===== src/sv/lvf_pkg.sv =====
// ----------------------------------------------------------------------------
// lvf_pkg: shared types, constants and curve tables
// Widths, filter constants, discharge curve and sequencer types for the
// battery voltage filter and state-of-charge estimator.
// ----------------------------------------------------------------------------
`default_nettype none

package lvf_pkg;

	// Samples averaged per reading; must be a power of two.
	localparam int unsigned SAMPLES   = 16;
	localparam int unsigned SUM_SHIFT = $clog2(SAMPLES);

	localparam int CNT_W     = 6;
	localparam int SUM_W     = 18;
	localparam int PIN_W     = 12;
	localparam int RATIO_W   = 12;
	localparam int MV_W      = 14;
	localparam int FILT_W    = 22;
	localparam int PCT_W     = 7;
	localparam int MAC_A_W   = 22;
	localparam int MAC_B_W   = 12;
	localparam int MAC_W     = 34;
	localparam int REM_W     = 20;
	localparam int DIFF_W    = 16;
	localparam int DPCT_W    = 4;
	localparam int DMV_W     = 8;
	localparam int STEP_W    = 2;
	localparam int SEG_W     = 4;
	localparam int SEG_COUNT = 10;
	localparam int CURVE_W   = 13;

	localparam logic [CNT_W-1:0]   GROUP_COUNT   = CNT_W'(SAMPLES);
	localparam logic [FILT_W-1:0]  MV_MAX_Q8     = FILT_W'(16383 * 256);
	localparam logic [FILT_W-1:0]  LOAD_LIMIT_Q8 = FILT_W'(1000 * 256);
	localparam logic [FILT_W-1:0]  SOC_HI_Q8     = FILT_W'(4200 * 256);
	localparam logic [FILT_W-1:0]  SOC_LO_Q8     = FILT_W'(3300 * 256);
	localparam logic [MAC_B_W-1:0] EMA_NEW       = MAC_B_W'(205);
	localparam logic [MAC_B_W-1:0] EMA_OLD       = MAC_B_W'(1024 - 205);
	localparam logic [MAC_W-1:0]   EMA_ROUND     = MAC_W'(512);
	localparam logic [PCT_W-1:0]   PCT_FULL      = PCT_W'(100);
	localparam logic [STEP_W-1:0]  DIV_FIRST     = STEP_W'(3);

	// Configuration register indexes
	localparam logic REG_DIVIDER = 1'b0;
	localparam logic REG_MIN_MV  = 1'b1;

	typedef enum logic [3:0] {
		ST_IDLE,
		ST_RAW,
		ST_CHK,
		ST_EMA1,
		ST_EMA2,
		ST_EMAW,
		ST_SEG,
		ST_DIVLD,
		ST_DIV,
		ST_DONE
	} state_t;

	typedef enum logic [1:0] {
		MAC_RAW,
		MAC_EMA_OLD,
		MAC_EMA_NEW,
		MAC_SEG
	} mac_op_t;

	typedef struct packed {
		mac_op_t mac_op;
		logic    mac_en;
		logic    in_ready;
		logic    chk;
		logic    emaw;
		logic    seg;
		logic    divld;
		logic    div;
		logic    done_load;
	} ctrl_t;

	typedef struct packed {
		logic last_xfer;
		logic absent;
		logic load;
		logic clamp;
		logic div_last;
		logic out_free;
	} stat_t;

	// Discharge curve breakpoints, highest voltage first.
	function automatic logic [CURVE_W-1:0] curve_mv(input logic [SEG_W-1:0] idx);
		logic [CURVE_W-1:0] mv;
		case (idx)
			4'd0:    mv = CURVE_W'(4200);
			4'd1:    mv = CURVE_W'(4100);
			4'd2:    mv = CURVE_W'(4000);
			4'd3:    mv = CURVE_W'(3900);
			4'd4:    mv = CURVE_W'(3820);
			4'd5:    mv = CURVE_W'(3750);
			4'd6:    mv = CURVE_W'(3700);
			4'd7:    mv = CURVE_W'(3650);
			4'd8:    mv = CURVE_W'(3550);
			4'd9:    mv = CURVE_W'(3400);
			4'd10:   mv = CURVE_W'(3300);
			default: mv = CURVE_W'(3300);
		endcase
		return mv;
	endfunction

	function automatic logic [PCT_W-1:0] curve_pct(input logic [SEG_W-1:0] idx);
		logic [PCT_W-1:0] pct;
		case (idx)
			4'd0:    pct = PCT_W'(100);
			4'd1:    pct = PCT_W'(90);
			4'd2:    pct = PCT_W'(80);
			4'd3:    pct = PCT_W'(70);
			4'd4:    pct = PCT_W'(55);
			4'd5:    pct = PCT_W'(40);
			4'd6:    pct = PCT_W'(30);
			4'd7:    pct = PCT_W'(20);
			4'd8:    pct = PCT_W'(10);
			4'd9:    pct = PCT_W'(3);
			4'd10:   pct = PCT_W'(0);
			default: pct = PCT_W'(0);
		endcase
		return pct;
	endfunction

endpackage

`default_nettype wire


===== src/sv/lvf_mac.sv =====
// ----------------------------------------------------------------------------
// lvf_mac: shared multiply-add unit
// Computes a * b + c and registers the result; reused for scaling, filter
// and curve interpolation steps.
// ----------------------------------------------------------------------------
`default_nettype none

module lvf_mac (
	input  wire                          clk,
	input  wire                          en,
	input  wire [lvf_pkg::MAC_A_W-1:0]   a,
	input  wire [lvf_pkg::MAC_B_W-1:0]   b,
	input  wire [lvf_pkg::MAC_W-1:0]     c,
	output logic [lvf_pkg::MAC_W-1:0]    p
);

	logic [lvf_pkg::MAC_W-1:0] p_q;

	always_ff @(posedge clk) begin
		if (en) begin
			p_q <= lvf_pkg::MAC_W'(a) * lvf_pkg::MAC_W'(b) + c;
		end
	end

	assign p = p_q;

endmodule

`default_nettype wire


===== src/sv/lvf_seq.sv =====
// ----------------------------------------------------------------------------
// lvf_seq: reading sequencer
// Steps one reading through scaling, connect test, filter update, curve
// lookup, quotient steps and result hand-off.
// ----------------------------------------------------------------------------
`default_nettype none

module lvf_seq (
	input  wire                  clk,
	input  wire                  arst_n,
	input  lvf_pkg::stat_t       stat,
	output lvf_pkg::ctrl_t       ctrl
);

	lvf_pkg::state_t state_q;
	lvf_pkg::state_t state_d;

	always_ff @(posedge clk or negedge arst_n) begin
		if (!arst_n) begin
			state_q <= lvf_pkg::ST_IDLE;
		end else begin
			state_q <= state_d;
		end
	end

	always_comb begin
		state_d = state_q;
		case (state_q)
			lvf_pkg::ST_IDLE: begin
				if (stat.last_xfer) state_d = lvf_pkg::ST_RAW;
			end
			lvf_pkg::ST_RAW:  state_d = lvf_pkg::ST_CHK;
			lvf_pkg::ST_CHK: begin
				if (stat.absent)    state_d = lvf_pkg::ST_DONE;
				else if (stat.load) state_d = lvf_pkg::ST_SEG;
				else                state_d = lvf_pkg::ST_EMA1;
			end
			lvf_pkg::ST_EMA1: state_d = lvf_pkg::ST_EMA2;
			lvf_pkg::ST_EMA2: state_d = lvf_pkg::ST_EMAW;
			lvf_pkg::ST_EMAW: state_d = lvf_pkg::ST_SEG;
			lvf_pkg::ST_SEG: begin
				if (stat.clamp) state_d = lvf_pkg::ST_DONE;
				else            state_d = lvf_pkg::ST_DIVLD;
			end
			lvf_pkg::ST_DIVLD: state_d = lvf_pkg::ST_DIV;
			lvf_pkg::ST_DIV: begin
				if (stat.div_last) state_d = lvf_pkg::ST_DONE;
			end
			lvf_pkg::ST_DONE: begin
				if (stat.out_free) state_d = lvf_pkg::ST_IDLE;
			end
			default: state_d = lvf_pkg::ST_IDLE;
		endcase
	end

	always_comb begin
		ctrl           = '0;
		ctrl.mac_op    = lvf_pkg::MAC_RAW;
		case (state_q)
			lvf_pkg::ST_IDLE: ctrl.in_ready = 1'b1;
			lvf_pkg::ST_RAW: begin
				ctrl.mac_en = 1'b1;
				ctrl.mac_op = lvf_pkg::MAC_RAW;
			end
			lvf_pkg::ST_CHK: ctrl.chk = 1'b1;
			lvf_pkg::ST_EMA1: begin
				ctrl.mac_en = 1'b1;
				ctrl.mac_op = lvf_pkg::MAC_EMA_OLD;
			end
			lvf_pkg::ST_EMA2: begin
				ctrl.mac_en = 1'b1;
				ctrl.mac_op = lvf_pkg::MAC_EMA_NEW;
			end
			lvf_pkg::ST_EMAW: ctrl.emaw = 1'b1;
			lvf_pkg::ST_SEG: begin
				ctrl.seg    = 1'b1;
				ctrl.mac_en = 1'b1;
				ctrl.mac_op = lvf_pkg::MAC_SEG;
			end
			lvf_pkg::ST_DIVLD: ctrl.divld = 1'b1;
			lvf_pkg::ST_DIV:   ctrl.div = 1'b1;
			lvf_pkg::ST_DONE:  ctrl.done_load = stat.out_free;
			default: ctrl.in_ready = 1'b0;
		endcase
	end

endmodule

`default_nettype wire


===== src/sv/lipo_voltage_filter_soc_unit.sv =====
// ----------------------------------------------------------------------------
// lipo_voltage_filter_soc_unit: battery voltage filter and charge estimate
// Averages pin samples in groups, scales by the divider ratio, tests for a
// connected battery, smooths with an EMA and maps to state of charge.
// ----------------------------------------------------------------------------
// A sample that does not close a group is only added to the group sum. The
// sample that closes a group starts a reading that one shared multiply-add
// unit and a small sequencer carry through: with no battery present it goes
// from scaling and the connect test to the result; when the filter updates and
// the charge falls inside a curve segment it takes scale, filter multiply-adds,
// interpolation multiply and a 4-step quotient; the result may then wait for
// the output side. No sample is taken while a reading is in progress. Output
// tdata holds the result until transferred; the filter and group sum reset to zero.
`default_nettype none

module lipo_voltage_filter_soc_unit (
	input  wire         clk,
	input  wire         arst_n,
	input  wire         s_tvalid,
	output logic        s_tready,
	input  wire  [15:0] s_tdata,   // [11:0] pin_mv
	output logic        m_tvalid,
	input  wire         m_tready,
	output logic [23:0] m_tdata,   // [13:0] battery_mv, [20:14] charge_percent,
	                               // [21] battery_present
	input  wire         cfg_we,
	input  wire         cfg_index,
	input  wire  [13:0] cfg_data
);

	lvf_pkg::ctrl_t ctrl;
	lvf_pkg::stat_t stat;

	logic [lvf_pkg::RATIO_W-1:0] ratio_q;
	logic [lvf_pkg::MV_W-1:0]    min_mv_q;
	logic [lvf_pkg::SUM_W-1:0]   sum_q;
	logic [lvf_pkg::CNT_W-1:0]   count_q;
	logic [lvf_pkg::SUM_W-1:0]   grp_sum_q;
	logic [lvf_pkg::FILT_W-1:0]  filt_q;
	logic [lvf_pkg::FILT_W-1:0]  raw_q;
	logic                        present_q;
	logic [lvf_pkg::PCT_W-1:0]   soc_q;
	logic [lvf_pkg::DMV_W-1:0]   dmv_q;
	logic [lvf_pkg::REM_W-1:0]   rem_q;
	logic [lvf_pkg::STEP_W-1:0]  step_q;
	logic                        m_tvalid_q;
	logic [lvf_pkg::MV_W-1:0]    out_mv_q;
	logic [lvf_pkg::PCT_W-1:0]   out_pct_q;
	logic                        out_present_q;

	logic                        xfer;
	logic [lvf_pkg::SUM_W-1:0]   sum_next;
	logic [lvf_pkg::CNT_W-1:0]   count_next;

	logic [lvf_pkg::MAC_A_W-1:0] mac_a;
	logic [lvf_pkg::MAC_B_W-1:0] mac_b;
	logic [lvf_pkg::MAC_W-1:0]   mac_c;
	logic [lvf_pkg::MAC_W-1:0]   mac_p;

	logic [lvf_pkg::MAC_W-1:0]   raw_full;
	logic [lvf_pkg::FILT_W-1:0]  raw_sat;

	logic                        clamp_hi;
	logic                        clamp_lo;
	logic [lvf_pkg::SEG_W-1:0]   seg;
	logic [lvf_pkg::SEG_W-1:0]   seg_lo;
	logic [lvf_pkg::FILT_W-1:0]  lo_q8;
	logic [lvf_pkg::DIFF_W-1:0]  diff;
	logic [lvf_pkg::DPCT_W-1:0]  dpct;
	logic [lvf_pkg::DMV_W-1:0]   dmv;

	logic [lvf_pkg::REM_W-1:0]   div_sub;
	logic [lvf_pkg::FILT_W:0]    mv_round;

	// Configuration registers
	always_ff @(posedge clk or negedge arst_n) begin
		if (!arst_n) begin
			ratio_q  <= lvf_pkg::RATIO_W'(512);
			min_mv_q <= lvf_pkg::MV_W'(2000);
		end else if (cfg_we) begin
			case (cfg_index)
				lvf_pkg::REG_DIVIDER: ratio_q  <= cfg_data[lvf_pkg::RATIO_W-1:0];
				lvf_pkg::REG_MIN_MV:  min_mv_q <= cfg_data;
				default: ;
			endcase
		end
	end

	// Sample accumulation
	assign xfer       = s_tvalid && s_tready;
	assign sum_next   = sum_q + lvf_pkg::SUM_W'(s_tdata[lvf_pkg::PIN_W-1:0]);
	assign count_next = count_q + lvf_pkg::CNT_W'(1);

	always_ff @(posedge clk or negedge arst_n) begin
		if (!arst_n) begin
			sum_q   <= '0;
			count_q <= '0;
		end else if (xfer) begin
			if (count_next == lvf_pkg::GROUP_COUNT) begin
				sum_q   <= '0;
				count_q <= '0;
			end else begin
				sum_q   <= sum_next;
				count_q <= count_next;
			end
		end
	end

	always_ff @(posedge clk) begin
		if (stat.last_xfer) begin
			grp_sum_q <= sum_next;
		end
	end

	// Raw voltage from the scaled group sum
	assign raw_full = mac_p >> lvf_pkg::SUM_SHIFT;
	assign raw_sat  = (raw_full > lvf_pkg::MAC_W'(lvf_pkg::MV_MAX_Q8)) ?
	                  lvf_pkg::MV_MAX_Q8 : raw_full[lvf_pkg::FILT_W-1:0];

	// Curve segment search on the filter value
	assign clamp_hi = filt_q >= lvf_pkg::SOC_HI_Q8;
	assign clamp_lo = filt_q <= lvf_pkg::SOC_LO_Q8;

	always_comb begin
		seg = '0;
		for (int i = lvf_pkg::SEG_COUNT - 1; i >= 0; i--) begin
			if (filt_q >= {lvf_pkg::FILT_W'(lvf_pkg::curve_mv(lvf_pkg::SEG_W'(i + 1))) << 8}) begin
				seg = lvf_pkg::SEG_W'(i);
			end
		end
	end

	assign seg_lo = seg + lvf_pkg::SEG_W'(1);
	assign lo_q8  = lvf_pkg::FILT_W'(lvf_pkg::curve_mv(seg_lo)) << 8;
	assign diff   = lvf_pkg::DIFF_W'(filt_q - lo_q8);
	assign dpct   = lvf_pkg::DPCT_W'(lvf_pkg::curve_pct(seg) - lvf_pkg::curve_pct(seg_lo));
	assign dmv    = lvf_pkg::DMV_W'(lvf_pkg::curve_mv(seg) - lvf_pkg::curve_mv(seg_lo));

	// Shared multiply-add operand select
	always_comb begin
		case (ctrl.mac_op)
			lvf_pkg::MAC_RAW: begin
				mac_a = lvf_pkg::MAC_A_W'(grp_sum_q);
				mac_b = ratio_q;
				mac_c = '0;
			end
			lvf_pkg::MAC_EMA_OLD: begin
				mac_a = filt_q;
				mac_b = lvf_pkg::EMA_OLD;
				mac_c = '0;
			end
			lvf_pkg::MAC_EMA_NEW: begin
				mac_a = raw_q;
				mac_b = lvf_pkg::EMA_NEW;
				mac_c = mac_p + lvf_pkg::EMA_ROUND;
			end
			lvf_pkg::MAC_SEG: begin
				mac_a = lvf_pkg::MAC_A_W'(diff);
				mac_b = lvf_pkg::MAC_B_W'(dpct);
				mac_c = lvf_pkg::MAC_W'(dmv) << 7;
			end
			default: begin
				mac_a = '0;
				mac_b = '0;
				mac_c = '0;
			end
		endcase
	end

	lvf_mac u_mac (
		.clk (clk),
		.en  (ctrl.mac_en),
		.a   (mac_a),
		.b   (mac_b),
		.c   (mac_c),
		.p   (mac_p)
	);

	// Quotient step: one bit of the rounded interpolation per cycle
	assign div_sub = lvf_pkg::REM_W'({dmv_q, 8'b0}) << step_q;

	always_ff @(posedge clk or negedge arst_n) begin
		if (!arst_n) begin
			filt_q <= '0;
		end else if (ctrl.chk) begin
			if (stat.absent)    filt_q <= '0;
			else if (stat.load) filt_q <= raw_sat;
		end else if (ctrl.emaw) begin
			filt_q <= mac_p[lvf_pkg::FILT_W+9:10];
		end
	end

	always_ff @(posedge clk) begin
		if (ctrl.chk) begin
			raw_q     <= raw_sat;
			present_q <= !stat.absent;
			soc_q     <= '0;
		end
		if (ctrl.seg) begin
			dmv_q <= dmv;
			if (clamp_hi)      soc_q <= lvf_pkg::PCT_FULL;
			else if (clamp_lo) soc_q <= '0;
			else               soc_q <= lvf_pkg::curve_pct(seg_lo);
		end
		if (ctrl.divld) begin
			rem_q  <= mac_p[lvf_pkg::REM_W-1:0];
			step_q <= lvf_pkg::DIV_FIRST;
		end
		if (ctrl.div) begin
			if (rem_q >= div_sub) begin
				rem_q <= rem_q - div_sub;
				soc_q <= soc_q + (lvf_pkg::PCT_W'(1) << step_q);
			end
			step_q <= step_q - lvf_pkg::STEP_W'(1);
		end
	end

	// Status to the sequencer
	always_comb begin
		stat.last_xfer = xfer && (count_next == lvf_pkg::GROUP_COUNT);
		stat.absent    = raw_sat[lvf_pkg::FILT_W-1:8] < min_mv_q;
		stat.load      = filt_q < lvf_pkg::LOAD_LIMIT_Q8;
		stat.clamp     = clamp_hi || clamp_lo;
		stat.div_last  = step_q == '0;
		stat.out_free  = !m_tvalid_q || m_tready;
	end

	lvf_seq u_seq (
		.clk    (clk),
		.arst_n (arst_n),
		.stat   (stat),
		.ctrl   (ctrl)
	);

	// Output register
	assign mv_round = {1'b0, filt_q} + (lvf_pkg::FILT_W + 1)'(128);

	always_ff @(posedge clk or negedge arst_n) begin
		if (!arst_n) begin
			m_tvalid_q <= 1'b0;
		end else if (ctrl.done_load) begin
			m_tvalid_q <= 1'b1;
		end else if (m_tready) begin
			m_tvalid_q <= 1'b0;
		end
	end

	always_ff @(posedge clk) begin
		if (ctrl.done_load) begin
			out_mv_q      <= mv_round[lvf_pkg::MV_W+7:8];
			out_pct_q     <= soc_q;
			out_present_q <= present_q;
		end
	end

	assign s_tready = ctrl.in_ready;
	assign m_tvalid = m_tvalid_q;
	assign m_tdata  = {2'b0, out_present_q, out_pct_q, out_mv_q};

endmodule

`default_nettype wire

===== config.mk =====
export PLATFORM = sky130hd
export DESIGN_NAME = lipo_voltage_filter_soc_unit
export DESIGN_NICKNAME = d
export VERILOG_FILES = /design/src/sv/lvf_pkg.sv /design/src/sv/lvf_mac.sv /design/src/sv/lvf_seq.sv /design/src/sv/lipo_voltage_filter_soc_unit.sv
export SDC_FILE = /design/constraint.sdc
export NUM_CORES = 1
export LEC_CHECK = 0
export BUFFER_PORTS_ARGS = -buffer_cell sky130_fd_sc_hd__buf_2
export CAP_MARGIN = 0
export CORE_ASPECT_RATIO = 2
export CORE_MARGIN = 2
export CORE_UTILIZATION = 55
export DETAILED_ROUTE_END_ITERATION = 7
export PLACE_DENSITY_LB_ADDON = 0.25
export SYNTH_ARGS = -nofsm -noshare
export SYNTH_HDL_FRONTEND = slang
export SYNTH_SLANG_ARGS = --single-unit

===== constraint.sdc =====
create_clock -name clk -period 18.05 [get_ports clk]
set_input_delay 2.7075 -clock clk [delete_from_list [all_inputs] [get_ports clk]]
set_output_delay 2.7075 -clock clk [all_outputs]
set_load 0.005 [all_outputs]

; ---- Yosys cells after proc, flatten, opt, wreduce, memory -nomap -nowiden
; Memories as Yosys holds them, arrays and structs flattened.
; Cells that the tools add are included.
[totals]
mem_bits_ro = 912
out_inout_bits = 26
elab_cells = 138
memories = 6
in_bits = 36
register_bits = 211
[mem_list]
columns = name, words, word_bits, read_ports, rd_ports_with_merged_regs, wr, line_no
row1 = (no name shown), 16, 12, 1, 0, 0, lvf_pkg.sv:92  ; case (idx)
row2 = (no name shown), 16, 12, 1, 0, 0, lvf_pkg.sv:92
row3 = (no name shown), 16, 12, 1, 0, 0, lvf_pkg.sv:92
row4 = (no name shown), 16, 7, 1, 0, 0, lvf_pkg.sv:111  ; case (idx)
row5 = (no name shown), 16, 7, 1, 0, 0, lvf_pkg.sv:111
row6 = (no name shown), 16, 7, 1, 0, 0, lvf_pkg.sv:111
[op_classes]
n_reduce_logical = 17
multipliers = 1
shift = 2
muxes = 48
eq_ne = 17
magnitude_cmp = 16
add_sub_neg = 12
bitwise = 1
[op_table]
columns = cell, count
row1 = $ge A22 B20 Y1 const B, 9
row2 = $mux W22, 5
row3 = $pmux W34 S3, 1
row4 = $pmux W22 S4, 1
row5 = $mux W20, 3
row6 = $mux W4, 15
row7 = $pmux W12 S4, 1
row8 = $ge A22 B21 Y1 const B, 2
row9 = $mux W7, 6
row10 = $pmux W4 S10, 1
row11 = $add A34 B10 Y34 const B, 1
row12 = $add A34 B34 Y34, 1
row13 = $mul A22 B12 Y34, 1
row14 = $gt A30 B22 Y1 const B, 1
row15 = $add A22 B8 Y22 const B, 1
row16 = $le A22 B20 Y1 const B, 1
row17 = $lt A22 B18 Y1 const B, 1
row18 = $ge A20 B20 Y1, 1
row19 = $shl A16 B2 Y20, 1
row20 = $sub A20 B20 Y20, 1
row21 = $add A18 B12 Y18, 1
row22 = $mux W18, 1
row23 = $eq A4 B3 Y1 const B, 4
row24 = $sub A16 B16 Y16, 1
row25 = other kinds (32), 53

; ---- Depth between registers and ports, before layout
; Gate-level depths: netlist of run 1.
; An unclocked memory read counts as a cell.
[depth]
ltp_word = 18
ltp_mapped = 46
ltp_nobuf = 43

; ---- By module
; A second synthesis of run 1 with hierarchy kept.
[unflattened]
cells_unflattened = 2285
hier_area_um2 = 21593.2
[modules_own_cells]
columns = mod, cells_per_inst, seq_area_each_um2, instances, area_each_um2
row1 = lipo_voltage_filter_soc_unit, 1118, 4357.9, 1, 10949.3
row2 = lvf_mac, 1121, 1021.0, 1, 10258.6
row3 = lvf_seq, 46, 100.1, 1, 385.4

; ---- Worst setup path before layout of run 1
; OpenSTA, ideal clock, no wires.
[synth_timing]
path_kind = register to register
from = reg filt_q[20] in the netlist's numbering
to = reg u_mac.p_q (netlist bit u_mac.p[33]) (data pin)
synth_period_minus_slack_ps = 10703
slack_ps = 7347
t_required_ps = 17791
n_path_buf = 2
arrival_ps = 10444
path_stages_with_launch = 43
setup_time_ps = 259
path_cell_list = dfrtp_1 > clkbuf_1 > nor2_1 > o311a_4 > nor3b_1 > o211ai_1 > nand2_1 > clkinv_1 > ha_1 > or4_4 > and2_1 > clkbuf_1 > nor2_1 > nand2_1 > o21ai_0 > fa_1 > a211oi_1 > or4b_2 > (+7 left out) > inv_1 > fa_1 > inv_1 > fa_1 > fa_1 > inv_1 > fa_1 > inv_1 > ha_1 > and3_1 > a31o_2 > a21oi_1 > o31ai_1 > a2111oi_0 > o31ai_1 > a31o_2 > a21oi_1 > xnor2_1
[synth_via]
elab_chain_cells = 17
word_cells_on_any_way = 34
cone_classes = add/sub (5) / mul (1) / order compare (10) / mux (13) / memory (5)
[synth_rtl]
columns = element, line_no
row1 = start: declaration, lipo_voltage_filter_soc_unit.sv:39  ; logic [lvf_pkg::FILT_W-1:0] filt_q;
row2 = start signal: assignment, lipo_voltage_filter_soc_unit.sv:187  ; else if (stat.load) filt_q <= raw_sat;
row3 = start signal: assignment, lipo_voltage_filter_soc_unit.sv:189  ; filt_q <= mac_p[lvf_pkg::FILT_W+9:10];
row4 = $ge A22 B20 Y1, lipo_voltage_filter_soc_unit.sv:127  ; if (filt_q >= {lvf_pkg::FILT_W'(lvf_pkg::curve_mv(lvf_pkg::SEG_W'(i + 1))) << 8}) begin
row5 = $mux W4 (10 in a row), lipo_voltage_filter_soc_unit.sv:127
row6 = $add A4 B1 Y4, lipo_voltage_filter_soc_unit.sv:133  ; assign seg_lo = seg + lvf_pkg::SEG_W'(1);
row7 = $mem_v2 Z16 W12 or $mem_v2 Z16 W7 (tied branches), -
row8 = $sub A16 B16 Y16 or $sub A4 B4 Y4 (tied branches), "lipo_voltage_filter_soc_unit.sv:135, lipo_voltage_filter_soc_unit.sv:136"
row9 = $pmux W22 S4 or $pmux W12 S4 (tied branches), lipo_voltage_filter_soc_unit.sv:141  ; case (ctrl.mac_op)
row10 = $mul A22 B12 Y34, lvf_mac.sv:21  ; p_q <= lvf_pkg::MAC_W'(a) * lvf_pkg::MAC_W'(b) + c;
row11 = $add A34 B34 Y34 *, lvf_mac.sv:21
row12 = end signal: assignment, lvf_mac.sv:21
row13 = end: declaration, lvf_mac.sv:17  ; logic [lvf_pkg::MAC_W-1:0] p_q;
; Mark *: on every way between the ends. The rest lies on a longest branch, timed or not.
; A chain may end at the register's enable or synchronous reset.

; ---- Worst setup path after layout of run 1
[layout_timing]
from = reg filt_q[21] in the netlist's numbering
to = reg u_mac.p_q (netlist bit u_mac.p[33]) (data pin)
; The elaborated chain is that of the path after synthesis.

==> results.py, run 1 <==
metrics = {
    "outcome": {
        "status": "completed",
    },
    "grt": {
        "grt_pass1_vias": 18300,
        "grt_max_degree": 78,
        "grt_first_pass_wirelength_mm": 100,
        "grtUsageTotal_pct": 33.6,
        "gr-total-overflow": 0,
        "antenna_found_initial": 0,
    },
    "cells_and_area": {
        "nets": 2760,
        "final_cell_mix": "344 x inv_1, 343 x nand2_1, 237 x fa_1, 183 x nor2_1, 142 x ha_1",
        "antennaDiodeCount": 0,
        "layout_commonest_cell": "inv_1",
        "nFillCells": 3305,
        "area_delta_synth_final_pct": 7.30,
        "drive_gt1_share_pct": 9.28,
        "final_util_pct": 59.9,
        "multiInputGateArea_um2": 14100,
        "stdcell_area_um2": 22700,
        "seqCellArea_um2": 5480,
    },
    "synthesis": {
        "synthCells": 2325,
        "synth_area_um2": 21200,
        "ys.flop_type": "edfxtp_1",
        "async_flop_share_pct": 38.3,
        "seq_area_frac_synth_pct": 25.9,
        "ys.warnings.count": 0,
        "syn_avg_cell_area_um2": 9.10,
        "synth-edff-count": 106,
        "synth-seq-cells": 201,
        "ys_types": 81,
    },
    "clock_network": {
        "cts_tree": "done",
        "htreeDepth": 1,
        "cts_setup_buffers": 0,
        "clock_path_buffers": 3,
        "ctsHoldBuffers": 0,
        "insertion_delay_ns": 0.57,
        "cts.sinks": 201,
        "ctsResizeCount": 0,
        "cts_made_buffers": 22,
        "clk_pin_slew_ns": 0.07,
        "cts.root.buffer_cell": "clkbuf_16",
    },
    "floorplan": {
        "fp.dieH_um": 281,
        "die_area_um2": 40100,
        "initial_core_util_pct": 55.8,
        "core-area_um2": 37900,
        "rows": 101,
        "ioPinCount": 62,
        "die_w_um": 143,
    },
    "route": {
        "via_per_inst": 6.07,
        "vias": 17100,
        "drt_wl_total_mm": 65.0,
        "drc": 0,
        "antenna_left": 0,
        "wire_per_inst_um": 23.0,
        "dr.pass1.iters": 6,
        "drt_iter0_markers": 1054,
    },
    "sta": {
        "setup_viol": 0,
        "fin_crit_sh_pct": 73.8,
        "max_slew_margin_pct": 18.3,
        "finalCriticalPeriod_ns": 13.31,
        "tightest_slew_ns": 1.23,
        "fmax_mhz": 75.1,
        "hold_viol_final": 0,
        "rsz0062_at_grt": "no",
        "setup_tns_ns": 0,
        "final_max_slew_viol_count": 0,
        "skew_ns": 0.0262,
    },
    "setup_path": {
        "cp_data_arrival_time_ns": 13.63,
        "cp_slowest_stage_delay_ns": 0.78,
        "path_max_fanout": 12,
        "path_delay_family": "compound AO/OA/AOI/OAI gates",
        "critPathLaunchType": "flip-flop",
        "crit_required_ns": 18.37,
        "worst-setup-path-type": "flip-flop to flip-flop",
        "crit_buf_inv": 5,
        "slowest_stage": "a2111oi_0",
        "critPathMostFrequentCell": "fa_1",
        "end_kind": "flip-flop",
    },
    "placed_design": {
        "hpwl_mm": 52.0,
        "place_area_um2": 21900,
        "io_buffers": 55,
        "place.gp.congestion": 0.965,
    },
    "run": {
        "maxCapViolations": 0,
    },
    "min_path": {
        "holdCritPathClass": "flip-flop to flip-flop",
    },
}
cell usage after synthesis (37+ instances only):
| cell type | number | area share, % |
|---|---|---|
| inv_1 | 344 | 6.1 |
| nand2_1 | 343 | 6.1 |
| fa_1 | 237 | 22 |
| nor2_1 | 185 | 3.3 |
| ha_1 | 142 | 8.4 |
| edfxtp_1 | 106 | 15 |
| o21ai_0 | 103 | 2.4 |
| a21oi_1 | 79 | 1.9 |
| dfrtp_1 | 70 | 8.3 |
| clkbuf_1 | 68 | 1.2 |
| xnor2_1 | 62 | 2.6 |
| mux2_2 | 51 | 2.7 |
| and2_1 | 46 | 1.4 |
| xor2_1 | 39 | 1.6 |
| nand3_1 | 37 | 0.88 |
| nor3_1 | 37 | 0.88 |
flip-flops by register name, summed over array words and instances (netlist names), 7 cells and up:
register,cells
grp_sum_q,18
min_mv_q,14
soc_q,7
raw_q,22
u_mac.p,34
out_pct_q,7
sum_q,18
ratio_q,12
dmv_q,7
filt_q,22
out_mv_q,14
rem_q,11
worst paths after layout:
kind / slack, ns / to / from / cells after the start
max in group asynchronous: 15.06 / filt_q[7]$_DFFE_PN0P_ / arst_n / 1
worst min register to register: 0.47 / out_pct_q[6]$_DFFE_PP_ / soc_q[6]$_DFF_P_ / 0
min in group asynchronous: 2.30 / sum_q[0]$_DFFE_PN0P_ / arst_n / 1
worst min-delay path: 0.47 / out_pct_q[6]$_DFFE_PP_ / soc_q[6]$_DFF_P_ / 0
worst max register to register: 4.74 / u_mac.p[33]$_DFFE_PP_ / filt_q[21]$_DFFE_PN0P_ / 40
worst max-delay path: 4.74 / u_mac.p[33]$_DFFE_PP_ / filt_q[21]$_DFFE_PN0P_ / 40
kinds of logic after synthesis:
| kind of cell | after synthesis | share of synthesized area (%) |
|---|---|---|
| fa+ha+maj | 379 | 30.8 |
| flops | 201 | 25.9 |
| simple gates | 789 | 17.0 |
| xor+xnor | 101 | 4.18 |
| buf+inv | 435 | 7.90 |
| other cells | 2 | 0.0355 |
| mux | 56 | 2.95 |
| compound gates | 362 | 11.2 |
routing by layer:
layer  GRT usage [%]  vias to the layer above  share of wire (%)
met3            5.52                      350                5.8
met1            31.2                     8374                 30
met5               0                        -                  0
met2            59.8                      769                 51
li1                -                     7654                  -
met4            33.9                        0                 13
layout make-up:
type / instances / area share, %
multi-input combinational: 1697 / 62.0
sequential: 201 / 24.1
inverter: 346 / 5.72
tap: 463 / 2.55
clock buffer: 22 / 2.43
timing repair buffer: 77 / 1.95
clock inverter: 18 / 1.21
metrics by stage:
stage	std cells	hold WS, ns	setup slack (ns)
floorplan	2333	0.400	7.35
global placement	2784	0.449	4.95
detailed placement	2784	0.459	4.94
CTS	2824	0.474	4.89
global route	2824	0.477	4.05
finish	2824	0.472	4.74
Power of run 1 is left out: the tool's default activity adds up to more than one toggle a clock period on the data nets, which glitch-free logic cannot reach.
==> run 2, diff against run 1 <==
==> constraint.sdc (replaced) <==
create_clock -name clk -period 13.8 [get_ports clk]
set_input_delay 2.07 -clock clk [delete_from_list [all_inputs] [get_ports clk]]
set_output_delay 2.07 -clock clk [all_outputs]
set_load 0.005 [all_outputs]
==> results.py, run 2 (same netlist as run 1, synthesis figures left out) <==
metrics = {
    "grt": {
        "grt_util_met1_pct": 31.7,
        "grt.busiest_layer": "met2",
        "met2_usage_pct": 60.8,
        "grtUsageTotal_pct": 33.8,
        "grt_first_pass_wirelength_mm": 101,
        "grt_max_degree": 78,
        "gr-total-overflow": 0,
        "use_met3_pct": 6.00,
        "antenna_found_initial": 0,
        "grt_pass1_vias": 18400,
    },
    "sta": {
        "setup_viol": 0,
        "max_slew_margin_pct": 19.1,
        "rsz0062_at_grt": "no",
        "final_max_slew_viol_count": 0,
        "hold_viol_final": 0,
        "skew_ns": 0.0109,
        "fin_crit_sh_pct": 93.1,
        "finalCriticalPeriod_ns": 12.85,
        "setup_tns_ns": 0,
        "tightest_slew_ns": 1.21,
        "fmax_mhz": 77.8,
    },
    "placed_design": {
        "place_area_um2": 21900,
        "io_buffers": 55,
        "hpwl_mm": 51.5,
        "place.gp.congestion": 0.994,
    },
    "cells_and_area": {
        "layout_commonest_cell": "inv_1",
        "area_delta_synth_final_pct": 7.39,
        "stdcell_area_um2": 22700,
        "nets": 2764,
        "antennaDiodeCount": 0,
        "final_util_pct": 59.9,
        "drive_gt1_share_pct": 9.26,
        "largest_reg_flops": 34,
        "final_cell_mix": "344 x inv_1, 343 x nand2_1, 237 x fa_1, 183 x nor2_1, 142 x ha_1",
    },
    "clock_network": {
        "cts_made_buffers": 22,
        "ctsResizeCount": 0,
        "cts.root.buffer_cell": "clkbuf_16",
        "insertion_delay_ns": 0.56,
        "clk_pin_slew_ns": 0.07,
        "ctsHoldBuffers": 0,
        "cts.sinks": 201,
        "cts_tree": "done",
        "cts_setup_buffers": 0,
        "clock_path_buffers": 3,
        "htreeDepth": 1,
    },
    "run": {
        "maxCapViolations": 0,
    },
    "setup_path": {
        "cp_slowest_stage_delay_ns": 0.78,
        "cp_data_arrival_time_ns": 13.16,
        "path_max_fanout": 14,
        "critPathLaunchType": "flip-flop",
        "critPathMostFrequentCell": "fa_1",
        "end_kind": "flip-flop",
        "worst-setup-path-type": "flip-flop to flip-flop",
        "crit_required_ns": 14.11,
        "slowest_stage": "a2111oi_0",
    },
    "floorplan": {
        "die_area_um2": 40100,
        "rows": 101,
        "core-area_um2": 37900,
        "die_w_um": 143,
        "initial_core_util_pct": 55.8,
        "ioPinCount": 62,
        "fp.dieH_um": 281,
    },
    "route": {
        "wire_per_inst_um": 23.0,
        "drc": 0,
        "via_per_inst": 6.07,
        "drt_iter0_markers": 1087,
        "drt_wl_total_mm": 64.9,
        "antenna_left": 0,
        "dr.pass1.iters": 7,
        "vias": 17200,
    },
    "min_path": {
        "holdCritPathClass": "flip-flop to flip-flop",
    },
    "outcome": {
        "status": "completed",
    },
}
[run 2: stage by stage]
step,hold slack [ns],std cells,setup WS [ns]
3_3_place_gp,0.446,2788,1.15
5_1_grt,0.478,2828,0.351
4_1_cts,0.465,2828,1.00
6_report,0.469,2828,0.952
3_5_place_dp,0.452,2788,1.00
2_1_floorplan,0.400,2333,3.10
[run 2: area by class of cell]
| cell class | instances | area, um2 |
|---|---|---|
| Clock buffer | 30 | 642 |
| Inverter | 346 | 1300 |
| Clock inverter | 10 | 173 |
| Multi-Input combinational cell | 1697 | 14100 |
| Sequential cell | 201 | 5480 |
| Timing Repair Buffer | 81 | 473 |
| Tap cell | 463 | 579 |
| Fill cell | 3292 | 15200 |
[run 2: worst max-delay path, delay by kind of cell (launching register included)]
kind / cells / cell delay [ns]
AO/OA/AOI/OAI: 16 / 4.56
buffers and inverters: 5 / 0.66
AND/OR/NAND/NOR: 10 / 2.96
adder cells (fa/ha/maj): 8 / 3.73
flip-flops: 1 / 0.60
XOR/XNOR: 1 / 0.09
[run 2: worst paths after layout]
kind / from / to / slack [ns] / cells after the start
setup / recovery: filt_q[10]$_DFFE_PN0P_ / u_mac.p[33]$_DFFE_PP_ / 0.95 / 40
hold / removal: soc_q[6]$_DFF_P_ / out_pct_q[6]$_DFFE_PP_ / 0.47 / 0
setup reg to reg: filt_q[10]$_DFFE_PN0P_ / u_mac.p[33]$_DFFE_PP_ / 0.95 / 40
hold reg to reg: soc_q[6]$_DFF_P_ / out_pct_q[6]$_DFFE_PP_ / 0.47 / 0
max in group asynchronous: arst_n / filt_q[4]$_DFFE_PN0P_ / 11.43 / 1
min in group asynchronous: arst_n / sum_q[3]$_DFFE_PN0P_ / 1.69 / 1
[run 2: layer usage]
metal	part of all wire (%)	wire, um	up-vias
met3	6.0	3910	349
met1	31	20000	8450
li1	-	-	7662
met4	12	7790	0
met2	51	33300	717
met5	0	0	-
Power of run 2 is left out for the same reason.
